===== src/sv/knnv_pkg.sv =====
// Shared constants and types for the nearest-neighbor label vote block.
package knnv_pkg;

  localparam int unsigned DIMS_DEF      = 14;
  localparam int unsigned NEIGHBORS_DEF = 5;

  localparam int unsigned WORD_W    = 64;
  localparam int unsigned TOP_W     = 32;
  localparam int unsigned LABEL_W   = 8;
  localparam int unsigned LANE_W    = 16;
  localparam int unsigned LANES_USED = 14;
  localparam int unsigned VEC_W     = LANE_W * LANES_USED;
  localparam int unsigned BAND_W    = 3;
  localparam int unsigned COUNT_W   = 3;

  localparam int unsigned SQ_W   = 29;
  localparam int unsigned PART_W = SQ_W + 2;
  localparam int unsigned SUM_W  = PART_W + 2;
  localparam int unsigned DIST_W = 31;

  localparam logic [LANE_W-1:0]  PAD_MARK  = 16'h7FFF;
  localparam logic [DIST_W-1:0]  FAR_LIMIT = 31'h7FFF_FFFF;
  localparam logic [LABEL_W-1:0] POS_LABEL = 8'd1;

  localparam int unsigned CFG_IDX_W = 3;
  localparam logic [CFG_IDX_W-1:0] CFG_QRY_LO    = 3'd0;
  localparam logic [CFG_IDX_W-1:0] CFG_QRY_MID   = 3'd1;
  localparam logic [CFG_IDX_W-1:0] CFG_QRY_HIGH  = 3'd2;
  localparam logic [CFG_IDX_W-1:0] CFG_QRY_TOP   = 3'd3;
  localparam logic [CFG_IDX_W-1:0] CFG_BAND_LOW  = 3'd4;
  localparam logic [CFG_IDX_W-1:0] CFG_BAND_HIGH = 3'd5;
  localparam logic [CFG_IDX_W-1:0] CFG_RETRY_EN  = 3'd6;

  typedef struct packed {
    logic pad;
    logic pos;
    logic first;
    logic last;
  } flags_t;

  typedef struct packed {
    logic s1;
    logic s2;
    logic s3;
  } ld_t;

  typedef struct packed {
    logic [DIST_W-1:0] sq_sum;
    logic              keep;
    logic              pos;
    logic              first;
    logic              last;
  } dist_item_t;

  typedef struct packed {
    logic adv;
    logic clr;
    logic ins;
  } cell_ctl_t;

endpackage


===== src/sv/knnv_cell.sv =====
// One neighbor slot of the sorted slot chain: worst at the head, shifts toward it on insert.
module knnv_cell import knnv_pkg::*; #(
  parameter int unsigned IDX_W = 3,
  parameter int unsigned SLOT  = 0
) (
  input  logic              clk_i,
  input  logic              rst_ni,
  input  cell_ctl_t         ctl_i,
  input  logic [DIST_W-1:0] new_dist_i,
  input  logic [IDX_W-1:0]  new_idx_i,
  input  logic              new_pos_i,
  input  logic [DIST_W-1:0] nb_dist_i,
  input  logic [IDX_W-1:0]  nb_idx_i,
  input  logic              nb_pos_i,
  input  logic              nb_ahead_i,
  output logic [DIST_W-1:0] cur_dist_o,
  output logic [IDX_W-1:0]  cur_idx_o,
  output logic              cur_pos_o,
  output logic              ahead_o,
  output logic              pos_next_o
);

  logic [DIST_W-1:0] dist_q, dist_d;
  logic [IDX_W-1:0]  idx_q, idx_d;
  logic              pos_q, pos_d;

  assign cur_dist_o = ctl_i.clr ? FAR_LIMIT : dist_q;
  assign cur_idx_o  = ctl_i.clr ? IDX_W'(SLOT) : idx_q;
  assign cur_pos_o  = ctl_i.clr ? 1'b0 : pos_q;

  assign ahead_o = (cur_dist_o > new_dist_i)
                || ((cur_dist_o == new_dist_i) && (cur_idx_o < new_idx_i));

  always_comb begin
    dist_d = dist_q;
    idx_d  = idx_q;
    pos_d  = pos_q;
    if (ctl_i.adv) begin
      dist_d = cur_dist_o;
      idx_d  = cur_idx_o;
      pos_d  = cur_pos_o;
      if (ctl_i.ins) begin
        if (nb_ahead_i) begin
          dist_d = nb_dist_i;
          idx_d  = nb_idx_i;
          pos_d  = nb_pos_i;
        end else if (SLOT == 0 || ahead_o) begin
          dist_d = new_dist_i;
          idx_d  = new_idx_i;
          pos_d  = new_pos_i;
        end
      end
    end
  end

  assign pos_next_o = pos_d;

  always_ff @(posedge clk_i or negedge rst_ni) begin
    if (!rst_ni) begin
      dist_q <= FAR_LIMIT;
      idx_q  <= IDX_W'(SLOT);
      pos_q  <= 1'b0;
    end else begin
      dist_q <= dist_d;
      idx_q  <= idx_d;
      pos_q  <= pos_d;
    end
  end

endmodule


===== config.mk =====
export PLATFORM = sky130hd
export DESIGN_NAME = knnv_cell
export DESIGN_NICKNAME = d
export VERILOG_FILES = /design/src/sv/knnv_pkg.sv /design/src/sv/knnv_cell.sv
export SDC_FILE = /design/constraint.sdc
export NUM_CORES = 1
export LEC_CHECK = 0
export BUFFER_PORTS_ARGS = -buffer_cell sky130_fd_sc_hd__buf_2
export CORE_MARGIN = 3
export CORE_UTILIZATION = 44
export DETAILED_ROUTE_END_ITERATION = 16
export PLACE_DENSITY = 0.83
export SYNTH_ARGS = -nofsm -noshare
export SYNTH_HDL_FRONTEND = slang
export SYNTH_SLANG_ARGS = --single-unit

===== constraint.sdc =====
create_clock -name clk_i -period 2.8 [get_ports clk_i]
set_clock_uncertainty 0.05 [all_clocks]
set_input_delay 0.56 -clock clk_i [delete_from_list [all_inputs] [get_ports clk_i]]
set_output_delay 0.56 -clock clk_i [all_outputs]
set_load 0.01 [all_outputs]

# Word level (Yosys, flattened, before mapping)
# Cells that the tools add are included.
[classes]
n_eq_ne = 1
n_mux = 10
div = 0
reduce_logical = 2
order_cmp = 2
bitwise_logic = 0
n_mul = 0
shift = 0
add_sub_neg = 0
[op_table]
columns = ["operator", "count"]
rows = [
  ["31-bit two-way mux", 3],
  ["31-bit equality test", 1],
  ["31-bit greater-than comparator", 1],
  ["3-bit two-way mux", 3],
  ["1-bit two-way mux", 4],
  ["3-bit less-than comparator", 1],
  ["1-bit logical AND", 1],
  ["1-bit logical OR", 1],
]
[word_totals]
latch_bits = 0
ram_bits = 0
register_bits = 35
memories = 0
in_bits = 76
output_inout_bits = 37
mem_bits_ro = 0
word_cells = 18

# Longest topological paths before layout
# Gate-level depths: netlist of run 1.
[logic_depth]
depth_word = 4
ltp_mapped = 9
ltp_nobuf = 7

# Worst setup path before layout of run 1
# No wires, ideal clock.
[synth_timing]
path_type = "input to output"
from = "in ctl_i[1] (netlist name)"
to = "out ahead_o"
path_stages = 9
path_buffers = 2
required_time_ns = 2.190
setup_slack_ns = -0.235
t_arrival_ns = 2.425
cell_sequence = "buf_2 > clkbuf_1 > or2_2 > ha_1 > nand4_2 > nor4_2 > nand2_1 > a41oi_1 > o32a_1"
[synth_between]
elab_chain_cells = 4
elab_cells_between_ends = 7
cone_classes = "order compare: 2; eq/ne: 1; mux: 2; reduce/logical: 2"
[synth_rtl]
columns = ["item", "line", "rtl"]
rows = [
  ["from (decl)", "knnv_cell.sv:8", "input cell_ctl_t ctl_i,"],
  ["31-bit two-way mux (*)", "knnv_cell.sv:27", "assign cur_dist_o = ctl_i.clr ? FAR_LIMIT : dist_q;"],
  ["net cur_dist_o[29]", "knnv_cell.sv:16", "output logic [DIST_W-1:0] cur_dist_o,"],
  ["parallel branches: the longest is 2 deep, another holds 31-bit greater-than comparator", "-", ""],
  ["1-bit logical OR (*)", "knnv_cell.sv:32", "|| ((cur_dist_o == new_dist_i) && (cur_idx_o < new_idx_i));"],
  ["to (decl)", "knnv_cell.sv:19", "output logic ahead_o,"],
]
# Mark *: on every way through the listed nets, which the timed path passes.

# Final worst setup path of run 1
[layout_timing]
from = "in ctl_i[1] (netlist name)"
to = "out ahead_o"
[layout_between]
elab_chain_cells = 4
elab_cells_between_ends = 7
cone_classes = "order compare: 2; eq/ne: 1; mux: 2; reduce/logical: 2"
[layout_rtl]
columns = ["item", "line"]
rows = [
  ["parallel branches: the longest is 3 deep, another holds 31-bit greater-than comparator", "-"],
  ["1-bit logical OR (*)", "knnv_cell.sv:32"],
]
# Mark *: on every way between the ends.

==> summary.txt, run 1 <==
STA
  – Slew Limit Fails: 0
  – Final worst path period share: 1.06
  – Worst-Margin Slew: 0.787 ns
  – Final Worst Setup Slack: -0.167 ns
  – Final hold vios: 0
  – Min Tclk post-route: 2.97 ns
  – RSZ-0062 raised after global routing: true
  – Max Freq: 337 MHz
  – Hold slack: 0.303 ns
  – Worst rel slew slack: 0.475
  – Setup Viol. Count Final: 1

Synthesis
  – Ys flop type: dfstp_2
  – Post-Syn Area: 2710 um2
  – Syn_nets: 423
  – Number of enable flip-flop cells after synthesis: 0
  – Synth area leaders: dfstp_2 (30%), ha_1 (15%), mux2i_1 (13%)
  – Seq cells post-synth: 35
  – Leading area contributor after synthesis: dfstp_2
  – Register area share after synthesis: 0.338
  – Mapped Avg Cell Area: 8.62 um2
  – Synth Area in Simple Gates: 0.180
  – Synth Warn #: 0
  – Largest family of logic cells by synthesized area: simple AND/OR/NAND/NOR gates
  – Library cells used by synthesis: 31
  – FFs w/ async S/R, synth: 1.00
  – Post-Synth XOR/XNOR Area: 0
  – Post-synthesis compound-gate area fraction: 0.129
  – Synth Instances: 314
  – Post-Synth Adder-Cell Area: 0.152
  – Mux share of post-synthesis cell area: 0.129
  – Top-area cell type share of the netlist area: 0.301

Global routing
  – First-pass GRT wire length: 12400 um
  – Initial antenna violation count: 1
  – Largest net degree at the start of global routing: 36
  – Total grt overflow: 0
  – Vias in the first global route: 2767
  – GRT Overall Usage: 0.212

Drt
  – Drt first-iter violations: 81
  – Routed vias/inst: 5.15
  – Final WL: 7620 um
  – Final ANT Viol Nets: 0
  – DRC violations left: 0
  – TritonRoute pass-1 iters: 4
  – Drt wl/cell: 14.7 um
  – Routed via count: 2660

Power and ir drop
  – Pwr dens: 397 nW/um2
  – Switching Fraction: 0.319
  – Clk pwr share: 0.233
  – P_leak: 1.91 nW
  – Max IR drop VDD: 0.000236 V
  – Seq pwr share: 0.411
  – Psw: 0.000490 W
  – Total power: 0.00154 W
  – Power Internal: 0.00105 W
  – Combinational power share: 0.356

Setup path
  – Critical path class: in -> out
  – Required time of the critical path: 2.19 ns
  – CP arrival: 2.36 ns
  – Max FO, Critical Path: 16
  – Startpoint class of the critical path: input pin
  – Crit. End Element: output port

Clock network
  – Clock Tree Root: clkbuf_8
  – CTS HTree Levels: 2
  – Clk sinks: 35
  – CTS tree: yes
  – Reg clk slew, reported paths: 0.08 ns
  – Total CTS buffers: 5
  – Clock Latency Late Sink: 0.29 ns
  – Deepest clock path buffer count: 2

Die
  – Number of cell rows: 27
  – Core area: 5740 um2
  – Top Ports: 113
  – Initial Utilization: 0.471
  – Die W: 84.4 um
  – Die Y: 84.4 um
  – Die ar.: 7130 um2

Place
  – Port buffer count: 112
  – Placed insts: 505
  – Dpl hpwl: 5700 um
  – Gpl congestion: 0.772
  – Post-DP Area: 3560 um2

Final layout
  – Final cell area excluding filler cells: 3880 um2
  – Area growth syn-to-layout: 43.3%
  – Share of cells above drive strength 1: 0.508
  – Register area: 915 um2
  – Final cell count without fillers: 517
  – Final net count: 553
  – Area of the multi-input gates: 1820 um2
  – # diodes: 0
  – Fill cells: 450

Flow run
  – Maxcap violations: 0

Status
  – Violations in the final reports: negative setup slack
  – Status: finished, violations left

Worst hold path
  – Hold WC Path Type: in -> async
worst max-delay path, cell delays in order:
cell	delay, ns
bufbuf_16	0.26
or2_4	0.25
ha_4	0.27
nand4_1	0.12
nor3_2	0.26
nand2_1	0.12
o32a_1	0.36
buf_2	0.15
cell usage in the layout (no fill, tap or decap), types with 3 or more instances in the layout:
master | Yosys | routed
or2_2 | 30 | 15
nand2_1 | 14 | 12
ha_1 | 33 | 22
buf_4 | 0 | 23
buf_2 | 6 | 111
nor2b_1 | 3 | 3
a21oi_1 | 43 | 43
dfstp_2 | 31 | 31
o21ai_0 | 10 | 9
mux2i_1 | 35 | 35
dfrtp_1 | 4 | 4
inv_1 | 34 | 34
clkinv_2 | 0 | 3
nand4_1 | 3 | 3
nor2_1 | 40 | 40
ha_4 | 0 | 11
or2_4 | 0 | 15
clkbuf_8 | 0 | 5
power groups by stage:
stage / Sequential [W] / Combinational, W / Clock (W)
global route: 0.000642 / 0.000611 / 0.000390
detailed placement: 0.000640 / 0.000497 / 0
floorplan: 0.000631 / 0.000301 / 0
finish: 0.000632 / 0.000548 / 0.000359
global placement: 0.000636 / 0.000477 / 0
CTS: 0.000632 / 0.000531 / 0.000367
timing repair:
| action | in CTS | in global routing |
|---|---|---|
| cloned | 2 | 0 |
| hold buffers | 0 | 0 |
| setup buffers | 2 | 0 |
| setup endpoints to repair | 1 | 1 |
| endpoints found under the hold margin | 0 | 0 |
| gates resized for setup | 10 | 12 |
| pin swaps | 7 | 13 |
flip-flops by register name, indices dropped and copies added (netlist names):
register / count
dist_q: 31
idx_q: 3
pos_q: 1
cell usage after synthesis, types with 3 or more instances:
library cell	number
dfrtp_1	4
nor2b_1	3
nand2_1	14
inv_1	34
a21oi_1	43
nor2_1	40
a211oi_1	3
dfstp_2	31
nand4_1	3
o21ai_0	10
or2_2	30
mux2i_1	35
clkbuf_1	5
buf_1	4
ha_1	33
buf_2	6
layer usage:
| layer | GRT usage | vias up | share of wire |
|---|---|---|---|
| met4 | 0.0489 | 2 | 0.0071 |
| met2 | 0.388 | 84 | 0.51 |
| met5 | 0 | - | 0.0017 |
| met3 | 0.0451 | 9 | 0.062 |
| li1 | - | 1323 | - |
| met1 | 0.252 | 1242 | 0.42 |
final timing paths:
path | from | endpoint | slack, ns | depth (start not counted)
worst min register to register | idx_q[2] | idx_q[2] | 0.44 | 2
worst max register to register | dist_q[28] | dist_q[28] | 1.90 | 2
worst max-delay path | ctl_i[1] | ahead_o | -0.17 | 8
min in group clk_i | idx_q[2] | idx_q[2] | 0.44 | 2
worst min-delay path | rst_ni | pos_q | 0.30 | 1
max in group asynchronous | rst_ni | idx_q[0] | 1.91 | 1
per-stage QoR:
step	TNS [ns]	util	worst slack, ns
after floorplan	-0.00767	-	-0.00767
after global placement	-0.314	0.619	-0.314
after detailed placement	-0.348	0.619	-0.348
after CTS	-0.160	0.660	-0.160
after global routing	-0.264	0.675	-0.264
final	-0.167	0.675	-0.167
cell families after synthesis:
kind of cell,count (synthesis)
flip-flops,35
buffers and inverters,49
AND/OR/NAND/NOR,98
adder cells (fa/ha/maj),33
multiplexers,35
AO/OA/AOI/OAI,64
area by class of cell:
cell class | instances | area share
tap | 72 | 0.0232
sequential | 35 | 0.236
clock buffer | 5 | 0.0177
clock inverter | 3 | 0.00387
multi-input combinational | 230 | 0.470
inverter | 34 | 0.0329
timing repair buffer | 138 | 0.217
Power figures use the tool's default switching activity.
==> inputs of run 2 (changes only) <==
--- a/config.mk
+++ b/config.mk
@@ -10,6 +10,8 @@
 export CORE_UTILIZATION = 44
 export DETAILED_ROUTE_END_ITERATION = 16
 export PLACE_DENSITY = 0.83
+export SETUP_SLACK_MARGIN = 0.5
+export SKIP_CTS_REPAIR_TIMING = 1
 export SYNTH_ARGS = -nofsm -noshare
 export SYNTH_HDL_FRONTEND = slang
 export SYNTH_SLANG_ARGS = --single-unit
==> run 2 against run 1 <==
- the run still ends with negative setup slack left
- combinational power shrank 7.8%
- critical path type unchanged
- clock power is essentially flat
- via count fell by 0.53%
- core utilization fell by 2.7 points
- power down 2.9%
- largest power group unchanged
==> summary.txt, run 2 (synthesis results as in run 1) <==
Status
  – Status: finished, violations left (unchanged)
  – Violations in the final reports: negative setup slack (unchanged)

Clock network
  – CTS HTree Levels: 2 (unchanged)
  – Reg clk slew, reported paths: 0.08 ns (about the same)
  – Total CTS buffers: 5 (unchanged)
  – Clk sinks: 35 (unchanged)
  – Clock Tree Root: clkbuf_8 (unchanged)
  – Deepest clock path buffer count: 2 (unchanged)
  – CTS tree: yes (unchanged)
  – Clock Latency Late Sink: 0.29 ns (about the same)

Drt
  – Drt first-iter violations: 69 (was 81)
  – Final ANT Viol Nets: 0 (unchanged)
  – Routed via count: 2646 (was 2660)
  – TritonRoute pass-1 iters: 4 (unchanged)
  – Final WL: 7350 um (was 7620 um)
  – DRC violations left: 0 (unchanged)
  – Routed vias/inst: 5.14 (was 5.15)
  – Drt wl/cell: 14.3 um (was 14.7 um)

STA
  – Setup Viol. Count Final: 1 (unchanged)
  – Final worst path period share: 1.05 (was 1.06)
  – Max Freq: 340 MHz (was 337 MHz)
  – RSZ-0062 raised after global routing: true (unchanged)
  – Final Worst Setup Slack: -0.145 ns (was -0.167 ns)
  – Worst rel slew slack: 0.473 (was 0.475)
  – Min Tclk post-route: 2.94 ns (was 2.97 ns)
  – Final hold vios: 0 (unchanged)
  – Worst-Margin Slew: 0.791 ns (was 0.787 ns)
  – Slew Limit Fails: 0 (unchanged)

Global routing
  – GRT Overall Usage: 0.203 (was 0.212)
  – Total grt overflow: 0 (unchanged)
  – Vias in the first global route: 2697 (was 2767)
  – Largest net degree at the start of global routing: 36 (unchanged)
  – Initial antenna violation count: 1 (unchanged)
  – First-pass GRT wire length: 12000 um (was 12400 um)

Setup path
  – Startpoint class of the critical path: input pin (unchanged)
  – CP arrival: 2.33 ns (was 2.36 ns)
  – Max FO, Critical Path: 9 (was 16)
  – Required time of the critical path: 2.19 ns (about the same)
  – Critical path class: in -> out (unchanged)
  – Crit. End Element: output port (unchanged)

Die
  – Core area: 5740 um2 (unchanged)
  – Top Ports: 113 (unchanged)
  – Die Y: 84.4 um (unchanged)
  – Number of cell rows: 27 (unchanged)
  – Die W: 84.4 um (unchanged)
  – Die ar.: 7130 um2 (unchanged)
  – Initial Utilization: 0.471 (unchanged)

Power and ir drop
  – Total power: 0.00149 W (was 0.00154 W)
  – Switching Fraction: 0.315 (was 0.319)
  – Psw: 0.000470 W (was 0.000490 W)
  – Combinational power share: 0.338 (was 0.356)
  – P_leak: 1.87 nW (was 1.91 nW)
  – Pwr dens: 402 nW/um2 (was 397 nW/um2)
  – Seq pwr share: 0.423 (was 0.411)
  – Clk pwr share: 0.239 (was 0.233)
  – Power Internal: 0.00102 W (was 0.00105 W)
  – Max IR drop VDD: 0.000229 V (was 0.000236 V)

Place
  – Dpl hpwl: 5700 um (unchanged)
  – Port buffer count: 112 (unchanged)
  – Gpl congestion: 0.772 (unchanged)

Final layout
  – Share of cells above drive strength 1: 0.483 (was 0.508)
  – Number of flip-flops in the largest register: 31 (unchanged)
  – Commonest non-fill, non-tap cell in the layout: buf_2 (unchanged)
  – Fill cells: 474 (was 450)
  – Core Util, Final: 0.648 (was 0.675)
  – Area growth syn-to-layout: 37.4% (was 43.3%)
  – Largest Register: dist_q (unchanged)
  – Biggest regs: dist_q (31), idx_q (3), pos_q (1) (unchanged)
  – # diodes: 0 (unchanged)
  – Most frequent cells in the layout: buf_2 (111), a21oi_1 (43), nor2_1 (40) (unchanged)
  – Final net count: 551 (was 553)

Worst hold path
  – Hold WC Path Type: in -> async (unchanged)

Flow run
  – Maxcap violations: 0 (unchanged)
run 2: changes by cell type in the layout (fill, tap and decap cells not counted), moves of 2 or more:
cell / previous run / this run
or2_4: 15 / 12
ha_1: 22 / 28
clkbuf_16: 0 / 2
nand2_1: 12 / 14
or2_2: 15 / 18
nand2_2: 2 / 0
ha_4: 11 / 5
bufbuf_16: 2 / 0
run 2: routing by layer:
metal,share of wire,vias up,GRT usage
li1,-,1322,-
met1,0.42,1229,0.244
met2,0.50,86,0.369
met3,0.070,7,0.0461
met4,0.0060,2,0.0446
met5,0.0020,-,0
run 2: area by class of cell:
type	instances	area [um2]	share of cell area
sequential	35	915	0.246
timing repair buffer	136	798	0.215
multi-input combinational	230	1710	0.459
clock inverter	3	15.0	0.00403
tap	72	90.1	0.0242
inverter	34	128	0.0343
clock buffer	5	68.8	0.0185
run 2: path summary, 6_finish.rpt:
| check | from | to | slack, ns | depth (start not counted) |
|---|---|---|---|---|
| min in group clk_i | idx_q[2] | idx_q[2] | 0.44 | 2 |
| setup / recovery | ctl_i[1] | ahead_o | -0.14 | 8 |
| setup reg to reg | dist_q[28] | dist_q[28] | 1.93 | 2 |
| max in group asynchronous | rst_ni | idx_q[0] | 1.91 | 1 |
| hold / removal | rst_ni | idx_q[2] | 0.30 | 1 |
| hold reg to reg | idx_q[2] | idx_q[2] | 0.44 | 2 |
run 2: critical path, cell delays in order:
cell     delay [ns]
buf_16         0.12
or2_4          0.24
ha_4           0.26
nand4_1        0.14
nor4_2         0.34
nand2_1        0.15
o32a_1         0.36
buf_2          0.15
run 2: metrics by stage:
| step | worst slack (ns) | instance area [um2] | setup TNS (ns) | hold WS (ns) | std cells |
|---|---|---|---|---|---|
| 2_1_floorplan | -0.00767 | 2830 | -0.00767 | 0.214 | 314 |
| 3_3_place_gp | -0.314 | 3560 | -0.314 | 0.403 | 505 |
| 3_5_place_dp | -0.348 | 3560 | -0.348 | 0.421 | 505 |
| 4_1_cts | -0.365 | 3640 | -0.365 | 0.326 | 513 |
| 5_1_grt | -0.273 | 3720 | -0.273 | 0.348 | 515 |
| 6_report | -0.145 | 3720 | -0.145 | 0.304 | 515 |
run 2: power by group through the flow:
stage	Clock (W)	Combinational (W)	Sequential, W
final	0.000357	0.000505	0.000632
after global routing	0.000390	0.000570	0.000641
after CTS	0.000367	0.000500	0.000632
after detailed placement	0	0.000497	0.000640
after global placement	0	0.000477	0.000636
after floorplan	0	0.000301	0.000631
==> inputs of run 3 (changes only) <==
--- a/config.mk
+++ b/config.mk
@@ -6,6 +6,7 @@
 export NUM_CORES = 1
 export LEC_CHECK = 0
 export BUFFER_PORTS_ARGS = -buffer_cell sky130_fd_sc_hd__buf_2
+export CORE_ASPECT_RATIO = 1.5
 export CORE_MARGIN = 3
 export CORE_UTILIZATION = 44
 export DETAILED_ROUTE_END_ITERATION = 16
==> run 3 against run 2 <==
- power decreased by 0.29%
- highest routed layer is now met4
- the run still ends with negative setup slack left
- die area increased by 0.27%
- critical path depth increased by 1
- register-to-register slack about the same
- core utilization decreased by 1.9 points
- hold slack improved by 0.023 ns
- largest cell class unchanged
- flip-flop and latch count unchanged
==> summary.txt, run 3 (synthesis results as in run 1) <==
Place
  – Post-DP Area: 3520 um2 (was 3560 um2)
  – Dpl hpwl: 5930 um (was 5700 um)
  – Gpl congestion: 0.849 (was 0.772)
  – Port buffer count: 112 (unchanged)

Drt
  – Final WL: 7700 um (was 7350 um)
  – Drt first-iter violations: 62 (was 69)
  – Routed vias/inst: 5.20 (was 5.14)
  – DRC violations left: 0 (unchanged)
  – Final ANT Viol Nets: 0 (unchanged)
  – Routed via count: 2653 (was 2646)
  – Drt wl/cell: 15.1 um (was 14.3 um)
  – TritonRoute pass-1 iters: 4 (unchanged)

Setup path
  – Required time of the critical path: 2.19 ns (about the same)
  – Startpoint class of the critical path: input pin (unchanged)
  – R2R Path End: dist_q[20] (was dist_q[28])
  – Crit Reg-Reg Startpoint: dist_q[20] (was dist_q[28])
  – R2R Setup Slk: 1.92 ns (was 1.93 ns)
  – Critical path class: in -> out (unchanged)
  – Crit. End Element: output port (unchanged)
  – FF-to-FF path depth: 2 (unchanged)
  – Max FO, Critical Path: 6 (was 9)
  – CP arrival: 2.50 ns (was 2.33 ns)

Power and ir drop
  – P_leak: 1.84 nW (was 1.87 nW)
  – Clk pwr share: 0.236 (was 0.239)
  – Total power: 0.00149 W (about the same)
  – Pwr dens: 404 nW/um2 (was 402 nW/um2)
  – Switching Fraction: 0.313 (was 0.315)
  – Psw: 0.000466 W (was 0.000470 W)
  – Power Internal: 0.00102 W (about the same)
  – Max IR drop VDD: 0.000345 V (was 0.000229 V)
  – Seq pwr share: 0.426 (was 0.423)
  – Combinational power share: 0.338 (about the same)

Clock network
  – Deepest clock path buffer count: 2 (unchanged)
  – Clock Latency Late Sink: 0.29 ns (about the same)
  – CTS HTree Levels: 2 (unchanged)
  – Reg clk slew, reported paths: 0.06 ns (was 0.08 ns)
  – Clk sinks: 35 (unchanged)
  – Total CTS buffers: 5 (unchanged)
  – CTS tree: yes (unchanged)
  – Clock Tree Root: clkbuf_8 (unchanged)

STA
  – Final Worst Setup Slack: -0.306 ns (was -0.145 ns)
  – Setup TNS Final: -0.306 ns (was -0.145 ns)
  – Worst-Margin Slew: 1.16 ns (was 0.791 ns)
  – Setup Viol. Count Final: 1 (unchanged)
  – Final worst path period share: 1.11 (was 1.05)
  – Worst rel slew slack: 0.225 (was 0.473)
  – Min Tclk post-route: 3.11 ns (was 2.94 ns)
  – RSZ-0062 raised after global routing: true (unchanged)
  – Max Freq: 322 MHz (was 340 MHz)
  – Slew Limit Fails: 0 (unchanged)
  – Final hold vios: 0 (unchanged)
  – Hold slack: 0.326 ns (was 0.304 ns)

Global routing
  – GR Util met3: 0.0236 (was 0.0461)
  – M1 GR Usage: 0.213 (was 0.244)
  – GRT Overall Usage: 0.208 (was 0.203)
  – Largest net degree at the start of global routing: 36 (unchanged)
  – Initial antenna violation count: 0 (was 1)
  – GR peak layer: met2 (unchanged)
  – Vias in the first global route: 2685 (was 2697)
  – GR Layer Usage met2: 0.428 (was 0.369)
  – First-pass GRT wire length: 11900 um (was 12000 um)
  – Total grt overflow: 0 (unchanged)

Die
  – Die Y: 102 um (was 84.4 um)
  – Core area: 5870 um2 (was 5740 um2)
  – Initial Utilization: 0.461 (was 0.471)
  – Top Ports: 113 (unchanged)
  – Die W: 70.1 um (was 84.4 um)
  – Die ar.: 7150 um2 (was 7130 um2)
  – Number of cell rows: 34 (was 27)

Status
  – Status: finished, violations left (unchanged)
  – Violations in the final reports: negative setup slack (unchanged)

Final layout
  – Biggest regs: dist_q (31), idx_q (3), pos_q (1) (unchanged)
  – Largest Register: dist_q (unchanged)
  – Commonest non-fill, non-tap cell in the layout: buf_2 (unchanged)
  – Most frequent cells in the layout: buf_2 (111), a21oi_1 (43), nor2_1 (40) (unchanged)
  – Number of flip-flops in the largest register: 31 (unchanged)
  – Share of cells above drive strength 1: 0.475 (was 0.483)
  – Area growth syn-to-layout: 36.3% (was 37.4%)
  – Core Util, Final: 0.629 (was 0.648)
  – Final net count: 546 (was 551)
  – Final cell area excluding filler cells: 3690 um2 (was 3720 um2)
  – # diodes: 0 (unchanged)

Flow run
  – Maxcap violations: 0 (unchanged)

Worst hold path
  – Hold WC Path Type: in -> async (unchanged)
run 3: worst max-delay path: stages:
cell	delay, ns
buf_12	0.12
buf_12	0.12
or2_4	0.24
ha_4	0.26
nand4_1	0.14
nor4_2	0.38
nand2_1	0.14
o32a_1	0.38
buf_2	0.14
run 3: cell type report:
type	instances	area, um2
Fill cell	518	2180
Multi-Input combinational cell	230	1710
Sequential cell	35	915
Timing Repair Buffer	131	766
Inverter	34	128
Tap cell	72	90.1
Clock buffer	7	76.3
Clock inverter	1	5.00
run 3: worst max path at each step:
stage / slack [ns] / endpoint / start
CTS: -0.26 / ahead_o / ctl_i[1]
detailed placement: -0.25 / ahead_o / ctl_i[1]
global route: -0.41 / ahead_o / ctl_i[1]
global placement: -0.21 / ahead_o / ctl_i[1]
floorplan: -0.008 / ahead_o / ctl_i[1]
finish: -0.31 / ahead_o / ctl_i[1]
run 3: metrics by stage:
stage | cells | setup slack, ns
after global routing | 510 | -0.408
after detailed placement | 499 | -0.247
after floorplan | 314 | -0.00767
final | 510 | -0.306
after global placement | 499 | -0.206
after CTS | 507 | -0.263
run 3: power groups by stage:
stage / clock network (W) / logic (W) / registers, W
after floorplan: 0 / 0.000301 / 0.000631
after global placement: 0 / 0.000475 / 0.000638
after detailed placement: 0 / 0.000492 / 0.000641
after CTS: 0.000360 / 0.000494 / 0.000634
after global routing: 0.000387 / 0.000564 / 0.000642
final: 0.000352 / 0.000504 / 0.000634
run 3: routing by layer:
| metal | part of all wire | wire, um |
|---|---|---|
| met3 | 0.038 | 296 |
| met4 | 0.025 | 189 |
| met5 | 0 | 0 |
| met2 | 0.58 | 4460 |
| met1 | 0.36 | 2750 |
